**src/sv/lane_window_center_tracker_unit_defines.svh**
```systemverilog
// ----------------------------------------------------------------------------
// Lane window center tracker assertion macros
// Shared property forms for the concurrent checks of the tracker.
// ----------------------------------------------------------------------------
`ifndef LANE_WINDOW_CENTER_TRACKER_UNIT_DEFINES_SVH
`define LANE_WINDOW_CENTER_TRACKER_UNIT_DEFINES_SVH

// Same-cycle implication, disabled while reset is active.
`define LWCT_ASSERT_IMP(label, clk, rst_n, ante, cons) \
    label: assert property (@(posedge clk) disable iff (!rst_n) (ante) |-> (cons)) \
        else $error("lwct assertion failed");

// Next-cycle implication, disabled while reset is active.
`define LWCT_ASSERT_NXT(label, clk, rst_n, ante, cons) \
    label: assert property (@(posedge clk) disable iff (!rst_n) (ante) |=> (cons)) \
        else $error("lwct assertion failed");

`endif

```
**src/sv/lwct_pkg.sv**
```systemverilog
// ----------------------------------------------------------------------------
// Lane window center tracker package
// Word types, register map and reset values shared by the tracker.
// ----------------------------------------------------------------------------
package lwct_pkg;

    typedef struct packed {
        logic       action;
        logic [7:0] pixel;
    } t_in;

    typedef struct packed {
        logic       detected;
        logic [9:0] left_edge_x;
        logic [9:0] right_edge_x;
        logic [9:0] center_x;
        logic [9:0] next_window_left_x;
    } t_out;

    localparam int ADDR_W = 4;
    localparam int SW     = 16;

    typedef logic [1:0] t_reg_idx;

    localparam t_reg_idx REG_THRESHOLD = 2'd0;
    localparam t_reg_idx REG_WIDTH     = 2'd1;
    localparam t_reg_idx REG_HOME      = 2'd2;

    localparam logic [7:0] RST_THRESHOLD = 8'd128;
    localparam logic [7:0] RST_WIDTH     = 8'd64;
    localparam logic [9:0] RST_HOME      = 10'd320;

endpackage

```
**src/sv/lane_window_center_tracker_unit.sv**
```systemverilog
// ----------------------------------------------------------------------------
// Lane window center tracker
// Accumulates window columns in a memory, scans them for bright columns and
// moves the window center to the midpoint of the lane.
// ----------------------------------------------------------------------------
// Pixel and reset-action words are taken one per cycle while busy is low. After
// the last pixel of a window busy stays high while the column scan reads the
// w entries of the effective window width, one per cycle through the single
// read port, and then states S_FIN1 and S_FIN2 finish the center update.
// The result word is shown for one cycle right as busy falls, and the
// receiver cannot stall it. A write to window_width while idle, with no word
// taken alongside it, raises busy while the remainder unit recomputes the
// current column.
`include "lane_window_center_tracker_unit_defines.svh"

module lane_window_center_tracker_unit #(
    parameter int FRAME_WIDTH      = 640,
    parameter int WINDOW_ROWS      = 16,
    parameter int MAX_WINDOW_WIDTH = 128,
    parameter int BOUND_WIDTH      = 64
) (
    input  logic                       i_clk,
    input  logic                       i_rst_n,
    input  logic                       start,
    output logic                       busy,
    input  lwct_pkg::t_in              i_in,
    output logic                       o_result_valid,
    output lwct_pkg::t_out             o_result,
    input  logic                       psel,
    input  logic                       penable,
    input  logic                       pwrite,
    input  logic [lwct_pkg::ADDR_W-1:0] paddr,
    input  logic [31:0]                pwdata,
    output logic [31:0]                prdata,
    output logic                       pready
);

    import lwct_pkg::*;

    localparam int AW       = $clog2(MAX_WINDOW_WIDTH);
    localparam int WW_W     = $clog2(MAX_WINDOW_WIDTH + 1);
    localparam int WMAX     = (MAX_WINDOW_WIDTH / 2) * 2;
    localparam int PW       = $clog2(MAX_WINDOW_WIDTH * WINDOW_ROWS + 1);
    localparam int SUM_W    = $clog2(255 * MAX_WINDOW_WIDTH * WINDOW_ROWS + 1);
    localparam int CMP_W    = SUM_W + 1;
    localparam int BOUND_LO = BOUND_WIDTH / 2;
    localparam int HI_RAW   = FRAME_WIDTH - 1 - BOUND_WIDTH;
    localparam int BOUND_HI = (HI_RAW < BOUND_LO) ? BOUND_LO : HI_RAW;

    localparam logic signed [SW-1:0] C_LO     = SW'(BOUND_LO);
    localparam logic signed [SW-1:0] C_HI     = SW'(BOUND_HI);
    localparam logic signed [SW-1:0] C_FW_MAX = SW'(FRAME_WIDTH - 1);

    localparam logic [2:0] S_IDLE   = 3'd0;
    localparam logic [2:0] S_REM_GO = 3'd1;
    localparam logic [2:0] S_REM    = 3'd2;
    localparam logic [2:0] S_SCAN   = 3'd3;
    localparam logic [2:0] S_FIN1   = 3'd4;
    localparam logic [2:0] S_FIN2   = 3'd5;

    function automatic logic [WW_W-1:0] f_eff(input logic [7:0] ww);
        logic [9:0] wv;
        wv = {2'b00, ww[7:1], 1'b0};
        if (wv < 10'd2) begin
            wv = 10'd2;
        end
        if (wv > 10'(WMAX)) begin
            wv = 10'(WMAX);
        end
        return wv[WW_W-1:0];
    endfunction

    logic [7:0]              r_threshold;
    logic [7:0]              r_width;
    logic [9:0]              r_home;
    logic [2:0]              r_state;
    logic [PW-1:0]           r_pos;
    logic [AW-1:0]           r_col;
    logic [PW-1:0]           r_total;
    logic [CMP_W-1:0]        r_lim;
    logic [9:0]              r_center;
    logic [9:0]              r_left;
    logic [9:0]              r_right;
    logic                    r_p1_vld;
    logic [AW-1:0]           r_p1_addr;
    logic [7:0]              r_p1_pix;
    logic [WW_W-1:0]         r_scan_idx;
    logic                    r_cmp_vld;
    logic [AW-1:0]           r_cmp_idx;
    logic                    r_found;
    logic [AW-1:0]           r_first;
    logic [AW-1:0]           r_last;
    logic signed [SW-1:0]    r_mid;
    logic                    r_out_vld;
    t_out                    r_out;

    logic [WW_W-1:0]         w;
    logic [WW_W-1:0]         half;
    logic                    cfg_wr;
    t_reg_idx                cfg_idx;
    logic                    acc;
    logic                    acc_pix;
    logic                    acc_act;
    logic [PW-1:0]           n_pos;
    logic                    win_end;
    logic                    col_last;
    logic                    scan_rd;
    logic                    scan_last;
    logic                    bright;
    logic [PW-1:0]           n_total;
    logic [CMP_W-1:0]        n_lim;
    logic                    mem_clr;
    logic                    mem_rd_en;
    logic [AW-1:0]           mem_rd_addr;
    logic [SUM_W-1:0]        mem_rd_data;
    logic [SUM_W-1:0]        mem_wr_data;
    logic                    rem_done;
    logic [AW-1:0]           rem_val;
    logic signed [SW-1:0]    c_center;
    logic signed [SW-1:0]    c_half;
    logic signed [SW-1:0]    c_l;
    logic signed [SW-1:0]    c_r;
    logic signed [SW-1:0]    c_s;
    logic signed [SW-1:0]    n_mid;
    logic [9:0]              n_left;
    logic [9:0]              n_right;
    logic signed [SW-1:0]    clamped;
    logic                    clamp_hit;
    logic [9:0]              n_center;
    logic signed [SW-1:0]    c_lnw;
    t_out                    n_out;

    assign w        = f_eff(r_width);
    assign half     = w >> 1;
    assign cfg_wr   = psel && penable && pwrite && pready;
    assign cfg_idx  = paddr[3:2];
    assign acc      = start && !busy;
    assign acc_pix  = acc && !i_in.action;
    assign acc_act  = acc && i_in.action;
    assign n_pos    = r_pos + PW'(1);
    assign win_end  = n_pos >= r_total;
    assign col_last = (WW_W'(r_col) + WW_W'(1)) == w;
    assign scan_rd  = (r_state == S_SCAN) && (r_scan_idx < w);
    assign scan_last = r_cmp_vld && ((WW_W'(r_cmp_idx) + WW_W'(1)) == w);
    assign bright   = (CMP_W'(mem_rd_data) + CMP_W'(WINDOW_ROWS / 2)) >= r_lim;
    assign n_total  = PW'(int'(w) * WINDOW_ROWS);
    assign n_lim    = CMP_W'((int'(r_threshold) + 1) * WINDOW_ROWS);

    assign mem_clr     = acc_act || (r_state == S_FIN2);
    assign mem_rd_en   = acc_pix || scan_rd;
    assign mem_rd_addr = acc_pix ? r_col : r_scan_idx[AW-1:0];
    assign mem_wr_data = mem_rd_data + SUM_W'(r_p1_pix);

    lwct_col_mem #(
        .DEPTH(MAX_WINDOW_WIDTH),
        .AW   (AW),
        .DW   (SUM_W)
    ) u_col_mem (
        .i_clk    (i_clk),
        .i_rst_n  (i_rst_n),
        .i_clr    (mem_clr),
        .i_rd_en  (mem_rd_en),
        .i_rd_addr(mem_rd_addr),
        .i_wr_en  (r_p1_vld),
        .i_wr_addr(r_p1_addr),
        .i_wr_data(mem_wr_data),
        .o_rd_data(mem_rd_data)
    );

    lwct_rem_unit #(
        .NUM_W(PW),
        .DEN_W(WW_W),
        .REM_W(AW)
    ) u_rem (
        .i_clk  (i_clk),
        .i_rst_n(i_rst_n),
        .i_start(r_state == S_REM_GO),
        .i_num  (r_pos),
        .i_den  (w),
        .o_done (rem_done),
        .o_rem  (rem_val)
    );

    always_comb begin
        c_center = SW'(r_center);
        c_half   = SW'(half);
        c_l      = c_center - c_half + SW'(r_first);
        c_r      = c_center - c_half + SW'(r_last);
        c_s      = c_l + c_r;
        n_mid    = c_center;
        if (r_found) begin
            n_mid = (c_s >= 0) ? (c_s >>> 1) : -SW'(1);
        end
        if (c_l < 0) begin
            n_left = '0;
        end else if (c_l > C_FW_MAX) begin
            n_left = C_FW_MAX[9:0];
        end else begin
            n_left = c_l[9:0];
        end
        if (c_r < 0) begin
            n_right = '0;
        end else if (c_r > C_FW_MAX) begin
            n_right = C_FW_MAX[9:0];
        end else begin
            n_right = c_r[9:0];
        end
    end

    always_comb begin
        clamp_hit = 1'b1;
        if (r_mid < C_LO) begin
            clamped = C_LO;
        end else if (r_mid > C_HI) begin
            clamped = C_HI;
        end else begin
            clamped   = r_mid;
            clamp_hit = 1'b0;
        end
        n_center = clamped[9:0];
        c_lnw    = SW'(n_center) - SW'(half);
        n_out.detected           = r_found && !clamp_hit;
        n_out.left_edge_x        = r_left;
        n_out.right_edge_x       = r_right;
        n_out.center_x           = n_center;
        n_out.next_window_left_x = (c_lnw < 0) ? 10'd0 : c_lnw[9:0];
    end

    always_ff @(posedge i_clk) begin
        if (!i_rst_n) begin
            r_threshold <= RST_THRESHOLD;
            r_width     <= RST_WIDTH;
            r_home      <= RST_HOME;
            r_state     <= S_IDLE;
            r_pos       <= '0;
            r_col       <= '0;
            r_total     <= PW'(int'(f_eff(RST_WIDTH)) * WINDOW_ROWS);
            r_lim       <= CMP_W'((int'(RST_THRESHOLD) + 1) * WINDOW_ROWS);
            r_center    <= RST_HOME;
            r_left      <= '0;
            r_right     <= '0;
            r_p1_vld    <= 1'b0;
            r_scan_idx  <= '0;
            r_cmp_vld   <= 1'b0;
            r_found     <= 1'b0;
            r_out_vld   <= 1'b0;
        end else begin
            if (cfg_wr) begin
                unique case (cfg_idx)
                    REG_THRESHOLD: r_threshold <= pwdata[7:0];
                    REG_WIDTH:     r_width     <= pwdata[7:0];
                    REG_HOME:      r_home      <= pwdata[9:0];
                    default: ;
                endcase
            end
            r_total   <= n_total;
            r_lim     <= n_lim;
            r_p1_vld  <= acc_pix;
            r_cmp_vld <= scan_rd;
            r_out_vld <= (r_state == S_FIN2);
            unique case (r_state)
                S_IDLE: begin
                    if (acc_act) begin
                        r_center <= r_home;
                        r_pos    <= '0;
                        r_col    <= '0;
                    end else if (acc_pix) begin
                        if (win_end) begin
                            r_state    <= S_SCAN;
                            r_pos      <= '0;
                            r_col      <= '0;
                            r_scan_idx <= '0;
                            r_found    <= 1'b0;
                        end else begin
                            r_pos <= n_pos;
                            r_col <= col_last ? '0 : (r_col + AW'(1));
                        end
                    end else if (cfg_wr && (cfg_idx == REG_WIDTH)) begin
                        r_state <= S_REM_GO;
                    end
                end
                S_REM_GO: begin
                    r_state <= S_REM;
                end
                S_REM: begin
                    if (rem_done) begin
                        r_col   <= rem_val;
                        r_state <= S_IDLE;
                    end
                end
                S_SCAN: begin
                    if (scan_rd) begin
                        r_scan_idx <= r_scan_idx + WW_W'(1);
                    end
                    if (r_cmp_vld && bright) begin
                        r_found <= 1'b1;
                    end
                    if (scan_last) begin
                        r_state <= S_FIN1;
                    end
                end
                S_FIN1: begin
                    if (r_found) begin
                        r_left  <= n_left;
                        r_right <= n_right;
                    end
                    r_state <= S_FIN2;
                end
                S_FIN2: begin
                    r_center <= n_center;
                    r_state  <= S_IDLE;
                end
                default: begin
                    r_state <= S_IDLE;
                end
            endcase
        end
    end

    always_ff @(posedge i_clk) begin
        if (acc_pix) begin
            r_p1_addr <= r_col;
            r_p1_pix  <= i_in.pixel;
        end
        if (scan_rd) begin
            r_cmp_idx <= r_scan_idx[AW-1:0];
        end
        if (r_cmp_vld && bright) begin
            if (!r_found) begin
                r_first <= r_cmp_idx;
            end
            r_last <= r_cmp_idx;
        end
        if (r_state == S_FIN1) begin
            r_mid <= n_mid;
        end
        if (r_state == S_FIN2) begin
            r_out <= n_out;
        end
    end

    always_comb begin
        unique case (cfg_idx)
            REG_THRESHOLD: prdata = {24'd0, r_threshold};
            REG_WIDTH:     prdata = {24'd0, r_width};
            REG_HOME:      prdata = {22'd0, r_home};
            default:       prdata = '0;
        endcase
    end

    assign pready         = 1'b1;
    assign busy           = r_state != S_IDLE;
    assign o_result_valid = r_out_vld;
    assign o_result       = r_out;

    `LWCT_ASSERT_NXT(a_fin_gives_result, i_clk, i_rst_n, r_state == S_FIN2, o_result_valid)
    `LWCT_ASSERT_NXT(a_single_result, i_clk, i_rst_n, o_result_valid, !o_result_valid)
    `LWCT_ASSERT_NXT(a_window_end_scans, i_clk, i_rst_n, acc_pix && win_end, r_state == S_SCAN && r_scan_idx == '0)

endmodule

```
**src/sv/lwct_col_mem.sv**
```systemverilog
// ----------------------------------------------------------------------------
// Lane window center tracker column store
// Synchronous column sum memory with per-entry valid bits, a registered read
// and write-to-read forwarding.
// ----------------------------------------------------------------------------
module lwct_col_mem #(
    parameter int DEPTH = 128,
    parameter int AW    = 7,
    parameter int DW    = 19
) (
    input  logic          i_clk,
    input  logic          i_rst_n,
    input  logic          i_clr,
    input  logic          i_rd_en,
    input  logic [AW-1:0] i_rd_addr,
    input  logic          i_wr_en,
    input  logic [AW-1:0] i_wr_addr,
    input  logic [DW-1:0] i_wr_data,
    output logic [DW-1:0] o_rd_data
);

    logic [DW-1:0]    r_mem [DEPTH];
    logic [DEPTH-1:0] r_valid;
    logic [DW-1:0]    r_q;
    logic             r_q_vld;
    logic             r_fwd;
    logic [DW-1:0]    r_fwd_data;

    always_ff @(posedge i_clk) begin
        if (i_wr_en) begin
            r_mem[i_wr_addr] <= i_wr_data;
        end
        if (i_rd_en) begin
            r_q        <= r_mem[i_rd_addr];
            r_q_vld    <= r_valid[i_rd_addr];
            r_fwd      <= i_wr_en && (i_wr_addr == i_rd_addr);
            r_fwd_data <= i_wr_data;
        end
    end

    always_ff @(posedge i_clk) begin
        if (!i_rst_n) begin
            r_valid <= '0;
        end else if (i_clr) begin
            r_valid <= '0;
        end else if (i_wr_en) begin
            r_valid[i_wr_addr] <= 1'b1;
        end
    end

    assign o_rd_data = r_fwd ? r_fwd_data : (r_q_vld ? r_q : '0);

endmodule

```
**src/sv/lwct_rem_unit.sv**
```systemverilog
// ----------------------------------------------------------------------------
// Lane window center tracker remainder unit
// Restoring remainder, one numerator bit per cycle.
// ----------------------------------------------------------------------------
module lwct_rem_unit #(
    parameter int NUM_W = 11,
    parameter int DEN_W = 8,
    parameter int REM_W = 7
) (
    input  logic             i_clk,
    input  logic             i_rst_n,
    input  logic             i_start,
    input  logic [NUM_W-1:0] i_num,
    input  logic [DEN_W-1:0] i_den,
    output logic             o_done,
    output logic [REM_W-1:0] o_rem
);

    localparam int CNT_W = $clog2(NUM_W + 1);

    logic             r_act;
    logic [CNT_W-1:0] r_cnt;
    logic [NUM_W-1:0] r_num;
    logic [DEN_W-1:0] r_den;
    logic [DEN_W-1:0] r_rem;
    logic [DEN_W:0]   trial;
    logic [DEN_W:0]   diff;
    logic             ge;

    assign trial = {r_rem, r_num[NUM_W-1]};
    assign ge    = trial >= {1'b0, r_den};
    assign diff  = trial - {1'b0, r_den};

    always_ff @(posedge i_clk) begin
        if (!i_rst_n) begin
            r_act <= 1'b0;
            r_cnt <= '0;
        end else if (i_start) begin
            r_act <= 1'b1;
            r_cnt <= CNT_W'(NUM_W);
        end else if (r_act) begin
            if (r_cnt != '0) begin
                r_cnt <= r_cnt - CNT_W'(1);
            end else begin
                r_act <= 1'b0;
            end
        end
    end

    always_ff @(posedge i_clk) begin
        if (i_start) begin
            r_num <= i_num;
            r_den <= i_den;
            r_rem <= '0;
        end else if (r_act && (r_cnt != '0)) begin
            r_num <= {r_num[NUM_W-2:0], 1'b0};
            r_rem <= ge ? diff[DEN_W-1:0] : trial[DEN_W-1:0];
        end
    end

    assign o_done = r_act && (r_cnt == '0);
    assign o_rem  = r_rem[REM_W-1:0];

endmodule
```
**config.mk**
```make
export PLATFORM = sky130hd
export DESIGN_NAME = lane_window_center_tracker_unit
export DESIGN_NICKNAME = d
export VERILOG_FILES = /design/src/sv/lwct_pkg.sv /design/src/sv/lane_window_center_tracker_unit.sv /design/src/sv/lwct_col_mem.sv /design/src/sv/lwct_rem_unit.sv
export VERILOG_INCLUDE_DIRS = /design/src /design/src/sv
export SDC_FILE = /design/constraint.sdc
export NUM_CORES = 2
export LEC_CHECK = 0
export BUFFER_PORTS_ARGS = -buffer_cell sky130_fd_sc_hd__buf_2
export CORE_UTILIZATION = 45
export DETAILED_ROUTE_END_ITERATION = 16
export HOLD_SLACK_MARGIN = 0.02
export PLACE_DENSITY_LB_ADDON = 0.25
export SKIP_CTS_REPAIR_TIMING = 1
export SLEW_MARGIN = 20
export SYNTH_ARGS = -nofsm -noshare
export SYNTH_HDL_FRONTEND = slang
export SYNTH_SLANG_ARGS = --single-unit
export TNS_END_PERCENT = 5
```
**constraint.sdc**
```tcl
create_clock -name i_clk -period 21.2 [get_ports i_clk]
set_clock_uncertainty 0.1 [all_clocks]
set_input_delay 0 -clock i_clk [delete_from_list [all_inputs] [get_ports i_clk]]
set_output_delay 0 -clock i_clk [all_outputs]
set_load 0.02 [all_outputs]
```
==> metrics.yaml <==
timing:
  worst_pin_slew_ns: 1.292
  tns_ns: 0
  fin_crit_ns: 7.574
  maxSlewHeadroom_pct: 13.33
  drv_slew: 0
  final-setup-viol-count: 0
  final.period_utilization_pct: 35.73
  finalHoldWorstSlack_ns: 0.09792
  rsz0062_at_grt: "false"
  fin_ws_ns: 13.63
  fmax_ghz: 0.1320
  hold_viol_final: 0
synth:
  synth_compound_area_share_pct: 10.64
  synth_top_family_by_area: "simple AND/OR/NAND/NOR gates"
  ys_seq_elements: 2830
  ys_seq_area_share_pct: 70.70
  synth_top_area_share_pct: 66.46
  syn_area_mm2: 0.1167
  synth_area_leaders: "edfxtp_1 (66%), nand2_1 (7.0%), dfxtp_1 (4.2%)"
  yosys.area_share.xor_xnor_pct: 0.7505
  synthTopCellsByCount: "edfxtp_1 (2583), nand2_1 (2175), nand3_1 (690)"
  synth_edf_count: 2583
  muxShareOfSynthArea_pct: 0.4439
  yosys_warnings: 0
  synth_most_common_cell: "edfxtp_1"
  yosys.area_share.simple_pct: 13.61
  ys.flop_type: "edfxtp_1"
  synth_cells: 9174
  synth.avg_cell_area_um2: 12.72
  synth_top_area_cell: "edfxtp_1"
  synth_adder_area_share_pct: 1.042
  ys_types: 79
  async_flop_share_pct: 0
global_routing:
  overflow: 0
  grt_pass1_wl_um: 468400
  grt_max_degree: 177
  grt_pass1_vias: 72140
  grt_use_total_pct: 23.66
  antenna_found_initial: 5
run:
  max_cap_violations: 0
finish:
  multi_input_area_mm2: 0.03181
  seqCellArea_mm2: 0.08251
  fin_nets: 9324
  drive_gt1_share_pct: 10.04
  area_growth_pct: 12.67
  post-route-util_pct: 51.08
  final_area_mm2: 0.1315
  fill_cells: 21520
  instances_no_fill: 12800
die:
  floorplan.initialDensity_pct: 45.34
  dieArea_mm2: 0.2614
  ios: 127
  fp.dieW_um: 511.3
  row_count: 186
  core_mm2: 0.2574
  die_h_um: 511.3
critical_path:
  ff2ff_path_depth: 21
  cp.required_ns: 21.79
  critPathKind: "reg2reg"
  reg2reg_to: "r_mid[11]"
  arrival_ns: 8.16
  slowest_stage: "nor2b_1"
  critPathLaunchType: "flop"
  worstSetupEndpointType: "flop"
  cp_max_fo: 11
  crit_chain: "nor2b_1, inv_1, fa_1, a21oi_1, o21ai_0, a21oi_1, xnor2_1, ha_1, a21o_1, a31oi_1, xnor2_1, ha_1, or3_1, o32ai_1, and3_1, o211a_1, a221o_1, nor3_1, a211oi_1, mux2i_1, nand2b_1"
  cp_top_family: "compound AO/OA/AOI/OAI gates"
  max_stage_delay_ns: 0.83
  cp-startpoint: "r_width[7]"
  rrSetupSlack_ns: 13.63
  worst-path-buf-inv: 1
  crit-reg2reg-launch: "r_width[7]"
  worstSetupPathDepth: 21
worst_hold_path:
  holdPathStages: 3
  holdPathEnd: "r_p1_vld"
  hold_path.class: "in2reg"
  hp-start: "i_in[8]"
power:
  p_total_mw: 15.08
  ir_drop_mv: 0.1393
  p_leak_nw: 43.98
  powerDensity_mw_per_mm2: 114.7
routing:
  wl_per_cell_um: 24.99
  vias_per_cell: 6.001
  firstDrtPassIters: 9
  totalWireLength_um: 319900
  vias: 76820
  postRouteAntennaNets: 0
  drc: 0
  dr.first_iter.drc_count: 7955
clock_tree:
  clk_pin_slew_ns: 0.07
  cts_max_path_buffers: 4
  ctsRootBufferMaster: "clkbuf_16"
  cts_tree: "done"
  clock_sinks: 2830
  clkLatencyLatePin_ns: 0.96
  numCtsBuffers: 306
  cts.htree.levels: 5
placed_design:
  postPlaceCellArea_mm2: 0.1211
  dp_cells: 12190
  gp_congestion: 0.8865
  pre_cts_ws_ns: 13.83
  portBuffers: 79
  dp_hpwl_um: 171500
status:
  outcome: "completed"
report_power, final:
part / total [mW] / leakage [nW] / internal, mW / switching, mW
Combinational: 2.82 / 13.9 / 0.592 / 2.23
Sequential: 7.12 / 25.4 / 7.05 / 0.0750
Clock: 5.14 / 4.71 / 3.02 / 2.12
tightest hold or removal path: stages:
cell and delay (ns):
dlygate4sd3_1 0.53, buf_2 0.28, nor3_1 0.26
layer usage:
metal | share of wire [%] | track usage, % | vias up
met1 | 42 | 33.16 | 38620
met3 | 7.9 | 3.966 | 551
met2 | 46 | 37.09 | 3198
li1 | - | - | 34460
met5 | 0 | 0 | -
met4 | 3.6 | 8.746 | 0
layout make-up:
class / count / share of cell area [%]
well taps: 3384 / 3.220
diodes: 11 / 0.02094
flip-flops and latches: 2830 / 62.75
clock buffers: 399 / 6.364
clock inverters: 135 / 0.9231
inverters: 64 / 0.1846
repair buffers: 375 / 2.339
multi-input cells: 5603 / 24.19
state kept, by name (all words and copies together), names as in the netlist, 12 cells and up:
name                  count
u_col_mem.r_valid       128
u_col_mem.r_fwd_data     19
u_rem.r_num              12
u_col_mem.r_q            19
u_col_mem.r_mem        2432
r_mid                    15
o_result                 41
r_pos                    12
worst max-delay path by stage:
| stage | end | slack (ns) |
|---|---|---|
| after detailed placement | r_mid[11] | 13.83 |
| after global routing | r_mid[11] | 13.26 |
| after global placement | r_mid[11] | 13.95 |
| final | r_mid[11] | 13.63 |
| after floorplan | u_col_mem.r_fwd_data[15] | 13.67 |
| after CTS | r_mid[11] | 13.76 |
placed cells by master, fill, tap and decap left out, types with 60 or more instances in the layout:
master | Yosys | final
inv_1 | 62 | 60
buf_4 | 38 | 205
a31oi_1 | 170 | 170
nor2_1 | 288 | 172
a211oi_1 | 363 | 360
dfxtp_1 | 247 | 247
ha_1 | 86 | 85
o21a_1 | 140 | 140
buf_2 | 187 | 79
clkbuf_16 | 0 | 315
a311oi_1 | 486 | 486
nand3_1 | 690 | 688
dlygate4sd3_1 | 0 | 67
nand2_1 | 2175 | 2174
edfxtp_1 | 2583 | 2583
nor2_2 | 0 | 83
clkbuf_1 | 450 | 67
o21ai_0 | 87 | 85
a21oi_1 | 239 | 238
and3_1 | 331 | 331
cell families (layout without fill, tap and decap cells):
kind of cell | Yosys count | count (layout)
simple gates | 3658 | 3658
fa+ha+maj | 93 | 93
other cells | 2 | 34
compound gates | 1679 | 1679
mux | 50 | 50
xor+xnor | 100 | 100
buf+inv | 762 | 973
flops | 2830 | 2830
(Power assumes the default switching activity.)
